$ cat config.mk
export PLATFORM = sky130hd
export DESIGN_NAME = tswf_coord
export DESIGN_NICKNAME = d
export VERILOG_FILES = /design/src/design/texture_sampler_wrap_filter_defines.svh /design/src/design/tswf_pkg.sv /design/src/design/tswf_coord.sv
export SDC_FILE = /design/constraint.sdc
export NUM_CORES = 2
export LEC_CHECK = 0
export BUFFER_PORTS_ARGS = -buffer_cell sky130_fd_sc_hd__buf_2
export CAP_MARGIN = 20
export CORE_UTILIZATION = 50
export CTS_BUF_LIST = sky130_fd_sc_hd__clkbuf_4 sky130_fd_sc_hd__clkbuf_8
export CTS_CLUSTER_SIZE = 8
export DETAILED_ROUTE_END_ITERATION = 10
export GPL_ROUTABILITY_DRIVEN = 0
export HOLD_SLACK_MARGIN = 0.05
export PLACE_DENSITY = 0.77
export SLEW_MARGIN = 25
export SYNTH_ARGS = -nofsm -noshare
export SYNTH_HDL_FRONTEND = slang
export SYNTH_SLANG_ARGS = --single-unit
$ cat constraint.sdc
create_clock -name clk -period 9.7 [get_ports clk]
set_input_delay 1.455 -clock clk [delete_from_list [all_inputs] [get_ports clk]]
set_output_delay 1.455 -clock clk [all_outputs]
set_load 0.02 [all_outputs]
$ cat src/design/texture_sampler_wrap_filter_defines.svh
// ----------------------------------------------------------------------------
// Texture sampler assertion macros
// Concurrent check wrappers, active in simulation and empty in synthesis.
// ----------------------------------------------------------------------------
`ifndef TEXTURE_SAMPLER_WRAP_FILTER_DEFINES_SVH
`define TEXTURE_SAMPLER_WRAP_FILTER_DEFINES_SVH

`ifndef SYNTHESIS
// Property that holds at every edge out of reset
`define TSWF_ASSERT_ALWAYS(lbl, expr, msg) \
  lbl: assert property (@(posedge clk) disable iff (rst) (expr)) else $error(msg);
// Implication whose consequent is checked in the cycle after the antecedent
`define TSWF_ASSERT_NEXT(lbl, ante, cons, msg) \
  lbl: assert property (@(posedge clk) disable iff (rst) (ante) |=> (cons)) else $error(msg);
`else
`define TSWF_ASSERT_ALWAYS(lbl, expr, msg)
`define TSWF_ASSERT_NEXT(lbl, ante, cons, msg)
`endif

`endif

$ cat src/design/tswf_pkg.sv
// ----------------------------------------------------------------------------
// Texture sampler package
// Shared widths, codes and beat structures of the texture sampler.
// ----------------------------------------------------------------------------
package tswf_pkg;

  localparam int COORD_W     = 24;
  localparam int TEXEL_W     = 24;
  localparam int IDX_W       = 16;
  localparam int CHAN_W      = 16;
  localparam int SIZE_W      = 9;
  localparam int CFG_IDX_W   = 3;
  localparam int STORE_DEPTH = 65536;

  // item kinds
  localparam logic ACT_WRITE  = 1'b0;
  localparam logic ACT_SAMPLE = 1'b1;

  // filter codes
  localparam logic FILTER_NEAREST = 1'b0;

  // wrap codes (none and unused code fall to default)
  localparam logic [1:0] WRAP_REPEAT = 2'd1;
  localparam logic [1:0] WRAP_CLAMP  = 2'd2;

  // texture environment codes
  localparam logic [1:0] ENV_MODULATE = 2'd1;
  localparam logic [1:0] ENV_REPLACE  = 2'd2;

  // register indexes
  localparam logic [CFG_IDX_W-1:0] CFG_FILTER = 3'd0;
  localparam logic [CFG_IDX_W-1:0] CFG_WRAP_S = 3'd1;
  localparam logic [CFG_IDX_W-1:0] CFG_WRAP_T = 3'd2;
  localparam logic [CFG_IDX_W-1:0] CFG_ENV    = 3'd3;
  localparam logic [CFG_IDX_W-1:0] CFG_WIDTH  = 3'd4;
  localparam logic [CFG_IDX_W-1:0] CFG_HEIGHT = 3'd5;

  typedef struct packed {
    logic              filter_mode;
    logic [1:0]        wrap_s_mode;
    logic [1:0]        wrap_t_mode;
    logic [1:0]        env_mode;
    logic [SIZE_W-1:0] tex_width;
    logic [SIZE_W-1:0] tex_height;
  } cfg_t;

  typedef struct packed {
    logic               action;
    logic [IDX_W-1:0]   texel_index;
    logic [TEXEL_W-1:0] texel;
    logic [COORD_W-1:0] coord_s;
    logic [COORD_W-1:0] coord_t;
    logic [CHAN_W-1:0]  frag_red;
    logic [CHAN_W-1:0]  frag_green;
    logic [CHAN_W-1:0]  frag_blue;
  } item_t;

  // fetch request leaving the address stage
  typedef struct packed {
    logic               valid;
    logic               action;
    logic               neg;
    logic [IDX_W-1:0]   texel_index;
    logic [TEXEL_W-1:0] texel;
    logic [CHAN_W-1:0]  frag_red;
    logic [CHAN_W-1:0]  frag_green;
    logic [CHAN_W-1:0]  frag_blue;
    logic [15:0]        ds;
    logic [15:0]        dt;
    logic [IDX_W-1:0]   addr_ll;
    logic [IDX_W-1:0]   addr_lr;
    logic [IDX_W-1:0]   addr_ul;
    logic [IDX_W-1:0]   addr_ur;
  } fetch_t;

  typedef struct packed {
    logic              valid;
    logic [CHAN_W-1:0] red;
    logic [CHAN_W-1:0] green;
    logic [CHAN_W-1:0] blue;
    logic              textured;
  } result_t;

endpackage

$ cat src/design/tswf_coord.sv
// ----------------------------------------------------------------------------
// Texture sampler coordinate stages
// Wrap and scale coordinates, pick texel indices and weights, form addresses.
// ----------------------------------------------------------------------------
module tswf_coord #(
  parameter int MAX_DIM         = 256,
  parameter int COORD_FRAC_BITS = 16
) (
  input  logic                clk,
  input  logic                rst,
  input  logic                en,
  input  logic                a_valid,
  input  tswf_pkg::item_t     a_item,
  input  tswf_pkg::cfg_t      cfg,
  output tswf_pkg::fetch_t    fetch
);

  localparam int CW   = tswf_pkg::COORD_W;
  localparam int SZW  = $clog2(MAX_DIM);
  localparam int DIMW = $clog2(MAX_DIM + 1);
  localparam int XW   = CW + 1;
  localparam int PW   = XW + SZW;
  localparam int IW   = PW + 1 - COORD_FRAC_BITS;
  localparam int AWF  = SZW + DIMW + 1;
  localparam int MW   = (AWF > tswf_pkg::IDX_W) ? AWF : tswf_pkg::IDX_W;
  localparam logic [XW-1:0] ONE   = XW'(1) << COORD_FRAC_BITS;
  localparam logic [XW-1:0] FMASK = ONE - XW'(1);
  localparam logic [PW:0]   HALF  = (PW + 1)'(1) << (COORD_FRAC_BITS - 1);

  function automatic logic [XW-1:0] wrap(input logic [CW-1:0] c, input logic [1:0] mode);
    logic [XW-1:0] v;
    v = {1'b0, c};
    case (mode)
      tswf_pkg::WRAP_REPEAT: v = v & FMASK;
      tswf_pkg::WRAP_CLAMP:  if (v > ONE) v = ONE;
      default: ;
    endcase
    return v;
  endfunction

  function automatic logic [SZW-1:0] sat(input logic [IW-1:0] i, input logic [SZW-1:0] m1);
    return (i > IW'(m1)) ? m1 : SZW'(i);
  endfunction

  // effective sizes: zero acts as one, clamp at MAX_DIM
  logic [DIMW-1:0] w_eff, h_eff;
  logic [SZW-1:0]  w_m1, h_m1;

  always_comb begin
    if (cfg.tex_width == '0) begin
      w_eff = DIMW'(1);
    end else if (32'(cfg.tex_width) > 32'(MAX_DIM)) begin
      w_eff = DIMW'(MAX_DIM);
    end else begin
      w_eff = DIMW'(cfg.tex_width);
    end
    if (cfg.tex_height == '0) begin
      h_eff = DIMW'(1);
    end else if (32'(cfg.tex_height) > 32'(MAX_DIM)) begin
      h_eff = DIMW'(MAX_DIM);
    end else begin
      h_eff = DIMW'(cfg.tex_height);
    end
    w_m1 = SZW'(w_eff - DIMW'(1));
    h_m1 = SZW'(h_eff - DIMW'(1));
  end

  // stage B: wrapped coordinate times size minus one
  logic                b_valid;
  tswf_pkg::item_t     b_item;
  logic                b_neg;
  logic [PW-1:0]       b_ps, b_pt;

  always_ff @(posedge clk) begin
    if (rst) begin
      b_valid <= 1'b0;
    end else if (en) begin
      b_valid <= a_valid;
    end
  end

  always_ff @(posedge clk) begin
    if (en) begin
      b_item <= a_item;
      b_neg  <= a_item.coord_s[CW-1] | a_item.coord_t[CW-1];
      b_ps   <= PW'(wrap(a_item.coord_s, cfg.wrap_s_mode)) * PW'(w_m1);
      b_pt   <= PW'(wrap(a_item.coord_t, cfg.wrap_t_mode)) * PW'(h_m1);
    end
  end

  // stage C: texel indices and blend weights
  logic [IW-1:0]                  nx, ny, iu, iv;
  logic [COORD_FRAC_BITS+15:0]    fs_wide, ft_wide;
  logic [SZW-1:0]                 u0_next, u1_next, v0_next, v1_next;
  logic [15:0]                    ds_next, dt_next;

  always_comb begin
    nx      = IW'(({1'b0, b_ps} + HALF) >> COORD_FRAC_BITS);
    ny      = IW'(({1'b0, b_pt} + HALF) >> COORD_FRAC_BITS);
    iu      = IW'(b_ps >> COORD_FRAC_BITS);
    iv      = IW'(b_pt >> COORD_FRAC_BITS);
    fs_wide = {b_ps[COORD_FRAC_BITS-1:0], 16'h0000} >> COORD_FRAC_BITS;
    ft_wide = {b_pt[COORD_FRAC_BITS-1:0], 16'h0000} >> COORD_FRAC_BITS;
    if (cfg.filter_mode == tswf_pkg::FILTER_NEAREST) begin
      // one texel, zero weights reduce the blend to it
      u0_next = sat(nx, w_m1);
      u1_next = u0_next;
      v0_next = sat(ny, h_m1);
      v1_next = v0_next;
      ds_next = '0;
      dt_next = '0;
    end else begin
      u0_next = sat(iu, w_m1);
      u1_next = sat(iu + IW'(1), w_m1);
      v0_next = sat(iv, h_m1);
      v1_next = sat(iv + IW'(1), h_m1);
      ds_next = fs_wide[15:0];
      dt_next = ft_wide[15:0];
    end
  end

  logic            c_valid;
  tswf_pkg::item_t c_item;
  logic            c_neg;
  logic [SZW-1:0]  c_u0, c_u1, c_v0, c_v1;
  logic [15:0]     c_ds, c_dt;

  always_ff @(posedge clk) begin
    if (rst) begin
      c_valid <= 1'b0;
    end else if (en) begin
      c_valid <= b_valid;
    end
  end

  always_ff @(posedge clk) begin
    if (en) begin
      c_item <= b_item;
      c_neg  <= b_neg;
      c_u0   <= u0_next;
      c_u1   <= u1_next;
      c_v0   <= v0_next;
      c_v1   <= v1_next;
      c_ds   <= ds_next;
      c_dt   <= dt_next;
    end
  end

  // row-major addresses, modulo the store depth
  logic [MW-1:0] a_ll, a_lr, a_ul, a_ur;

  always_comb begin
    a_ll = MW'(c_u0) + MW'(c_v0) * MW'(w_eff);
    a_lr = MW'(c_u1) + MW'(c_v0) * MW'(w_eff);
    a_ul = MW'(c_u0) + MW'(c_v1) * MW'(w_eff);
    a_ur = MW'(c_u1) + MW'(c_v1) * MW'(w_eff);
  end

  always_comb begin
    fetch.valid       = c_valid;
    fetch.action      = c_item.action;
    fetch.neg         = c_neg;
    fetch.texel_index = c_item.texel_index;
    fetch.texel       = c_item.texel;
    fetch.frag_red    = c_item.frag_red;
    fetch.frag_green  = c_item.frag_green;
    fetch.frag_blue   = c_item.frag_blue;
    fetch.ds          = c_ds;
    fetch.dt          = c_dt;
    fetch.addr_ll     = a_ll[tswf_pkg::IDX_W-1:0];
    fetch.addr_lr     = a_lr[tswf_pkg::IDX_W-1:0];
    fetch.addr_ul     = a_ul[tswf_pkg::IDX_W-1:0];
    fetch.addr_ur     = a_ur[tswf_pkg::IDX_W-1:0];
  end

endmodule

==> impl_metrics.toml <==
[worst_setup_path]
cp_slowest_cell = "nor2b_1"
arrival_ns = 7.23
crit_chain = "buf_2, nor2b_1, buf_4, nand2_1, fa_1, fa_1, fa_1, inv_1, fa_1, ha_1, or2_2, a21o_1, o211ai_1, a21oi_1, a211oi_1, o31a_1, nand4_1, xnor2_1, buf_2"
reg2reg_slack_ns = 5.65
crit_family = "adder cells"
critPathBufInv = 4
crit_path_frequent_cell = "fa_1"
critPathRequiredTime_ns = 8.25
crit_type = "in -> out"
crit_fanout = 25
crit_path_max_incr_delay_ns = 0.67
cp-end-kind = "output pin"
cp-start-kind = "input port"

[global_routing]
grt_first_pass_wirelength_um = 120000
grt_max_degree = 100
grt-ovfl-total = 0
grtUsageTotal = 0.232
antenna_found_initial = 3
first_global_vias = 23500

[sta]
timing.hold.ws_ns = 0.412
finalSetupViolations = 0
finalHoldViolCount = 0
rsz0062_at_grt = "no"
final_max_slew_viol_count = 0
timing.final.crit_share = 0.895
fmax_mhz = 115
tightest_slew_ns = 0.982
period_minus_slack_ns = 8.68
relSlewSlack = 0.343
finClkSkew_ns = 0.0236
setup_tns_ns = 0

[layout]
multi_input_area_um2 = 20300
fillers = 5427
fin_area_um2 = 35600
nets = 4289
fin_util = 0.565
seqCellArea_um2 = 9350
drive_gt1_frac = 0.142
syn_to_final_growth_pct = 11.8

[clocking]
clk_latency_ns = 0.65
cts_sinks = 312
htree_levels = 2
cts_root_buffer = "clkbuf_8"
cts_buffer_depth = 3
cts-resized-gates = 0
clk_pin_slew_ns = 0.06
cts_hold_buf = 0
cts_tree = "done"
cts_buffers = 53
post-cts-setup-buffers = 0

[floorplan]
fp.dieArea_um2 = 64700
num_io_pins = 353
dieWidth_um = 254
core_um2 = 63000
dieHeight_um = 254
fp-row-count = 92
initial_utilization = 0.506

[synthesis]
ys_types = 81
netlist.area_leader.share = 0.292
yosys_warnings = 0
ys.flop_type = "edfxtp_1"
synth_area_um2 = 31800
yosysMostFrequentCell = "inv_1"
postSynthCellCount = 3157
synth_nets = 3945
async_flop_share = 0
synth_common_cells = "486 x inv_1, 350 x fa_1, 312 x and2_1, 310 x edfxtp_1, 272 x ha_1"
yosysTopAreaCell = "edfxtp_1"
synth-edff-count = 310
yosys-top-cells-area = "edfxtp_1 29%, fa_1 22%, ha_1 11%"
ys_ff_latch = 312
seq_area_frac_synth = 0.294
syn_area_per_cell_um2 = 10.1

[power_and_ir_drop]
switchingPower_mw = 4.43
p_sw_frac = 0.466
power_density_nw_per_um2 = 267
internal_power_mw = 5.07
power.clock.fraction = 0.123
max-vdd-ir-drop_mv = 0.181
leakage_nw = 16.5
p_comb_frac = 0.651
p_seq_frac = 0.226

[flow_run]
maxCapViolations = 0

[placed_design]
placed_cell_area_um2 = 34500
port-buffer-count = 350
dp_hpwl_um = 58600

[route]
drt-total-wl_um = 73600
route.detailed.drc = 0
viasPerCell = 5.35
drt_iter0_markers = 1484
first_pass_iters = 8
vias = 23500
ant_nets = 0
routedWlPerCell_um = 16.8

[worst_hold_path]
min_path_type = "reg -> reg"

[status]
outcome = "finished clean"
-- stage by stage --
stage          setup WS, ns  total power [mW]  instances
6_report               1.02              9.50       4383
5_1_grt               0.562              10.4       4383
4_1_cts                1.06              9.53       4381
3_5_place_dp          0.647              8.30       4292
3_3_place_gp          0.784              8.19       4292
2_1_floorplan          1.45              6.78       3157
-- power by group through the flow --
stage | Clock (mW) | Combinational (mW) | Sequential [mW]
2_1_floorplan | 0 | 4.70 | 2.07
3_3_place_gp | 0 | 6.03 | 2.16
3_5_place_dp | 0 | 6.13 | 2.17
4_1_cts | 1.20 | 6.19 | 2.14
5_1_grt | 1.25 | 6.99 | 2.17
6_report | 1.16 | 6.18 | 2.15
-- path summary, 6_finish.rpt --
kind	endpoint	depth (start not counted)	startpoint
worst max-delay path	fetch[46]	19	cfg[17]
worst min register to register	fetch[129]	0	b_item[33]
worst max register to register	c_v0[7]	13	b_pt[16]
worst min-delay path	fetch[129]	0	b_item[33]
-- placed cells by master, fill, tap and decap left out, drive strengths merged, types with 5 or more instances in the layout --
cell type | Yosys | layout
inv | 488 | 488
a211o | 6 | 6
nand3 | 54 | 54
clkbuf | 77 | 66
clkinv | 4 | 20
o211ai | 12 | 12
xor2 | 46 | 46
and2 | 317 | 317
nand2 | 256 | 256
o21bai | 21 | 21
nand4 | 30 | 30
o21ai | 69 | 69
buf | 21 | 387
a31o | 6 | 6
nor4 | 23 | 23
a31oi | 20 | 20
xnor2 | 119 | 119
or2 | 13 | 13
nor2 | 178 | 178
or4 | 8 | 8
nor2b | 24 | 24
and4 | 16 | 16
or3 | 9 | 9
a21oi | 107 | 107
fa | 350 | 350
nor3b | 7 | 7
edfxtp | 310 | 310
a211oi | 23 | 23
mux2i | 38 | 38
o21a | 17 | 17
nand2b | 27 | 27
a221oi | 5 | 5
a21o | 55 | 55
and3 | 15 | 15
nor3 | 48 | 48
o22ai | 6 | 6
ha | 272 | 272
-- worst register-to-register path: stages, from the launching register on --
cell and delay (ns):
edfxtp_1 0.53, ha_1 0.27, and4_1 0.34, nand2_1 0.10, xnor2_1 0.17, ha_1 0.34, and4_1 0.23, o21ai_0 0.09
a41o_1 0.20, o2111ai_1 0.18, a2111oi_4 0.76, mux2i_1 0.27, nor2_1 0.08, o21bai_1 0.21
-- state kept, by name, summed over array words and instances, names as in the netlist --
register and count:
c_v1 8, c_valid 1, c_ds 16, b_pt 33, c_dt 16, b_item 89
b_valid 1, b_neg 1, c_neg 1, c_u1 8, b_ps 33, c_v0 8
fetch 89, c_u0 8
-- layout make-up --
cell class | count | area share
Clock buffer | 66 | 0.0232
Sequential cell | 312 | 0.263
Multi-Input combinational cell | 2255 | 0.569
Inverter | 492 | 0.0519
Clock inverter | 23 | 0.00590
Tap cell | 846 | 0.0297
Antenna cell | 2 | 0.000141
Timing Repair Buffer | 387 | 0.0573
-- kinds of logic after synthesis --
family	after synthesis	share of synthesized area
DFF	312	0.294
and+or+nand+nor	1034	0.169
muxes	39	0.0123
xor gates and xnor gates	165	0.0456
adders and majority gates	622	0.327
AOI/OAI and AO/OA	395	0.0820
buffers and inverters	590	0.0705
-- per-layer routing --
metal	vias up	track usage	part of all wire
met5	-	0	0.00018
met4	2	0.0654	0.023
met3	127	0.0350	0.066
met2	819	0.394	0.48
met1	11400	0.307	0.43
li1	11200	-	-
Power figures use the tool's default switching activity.
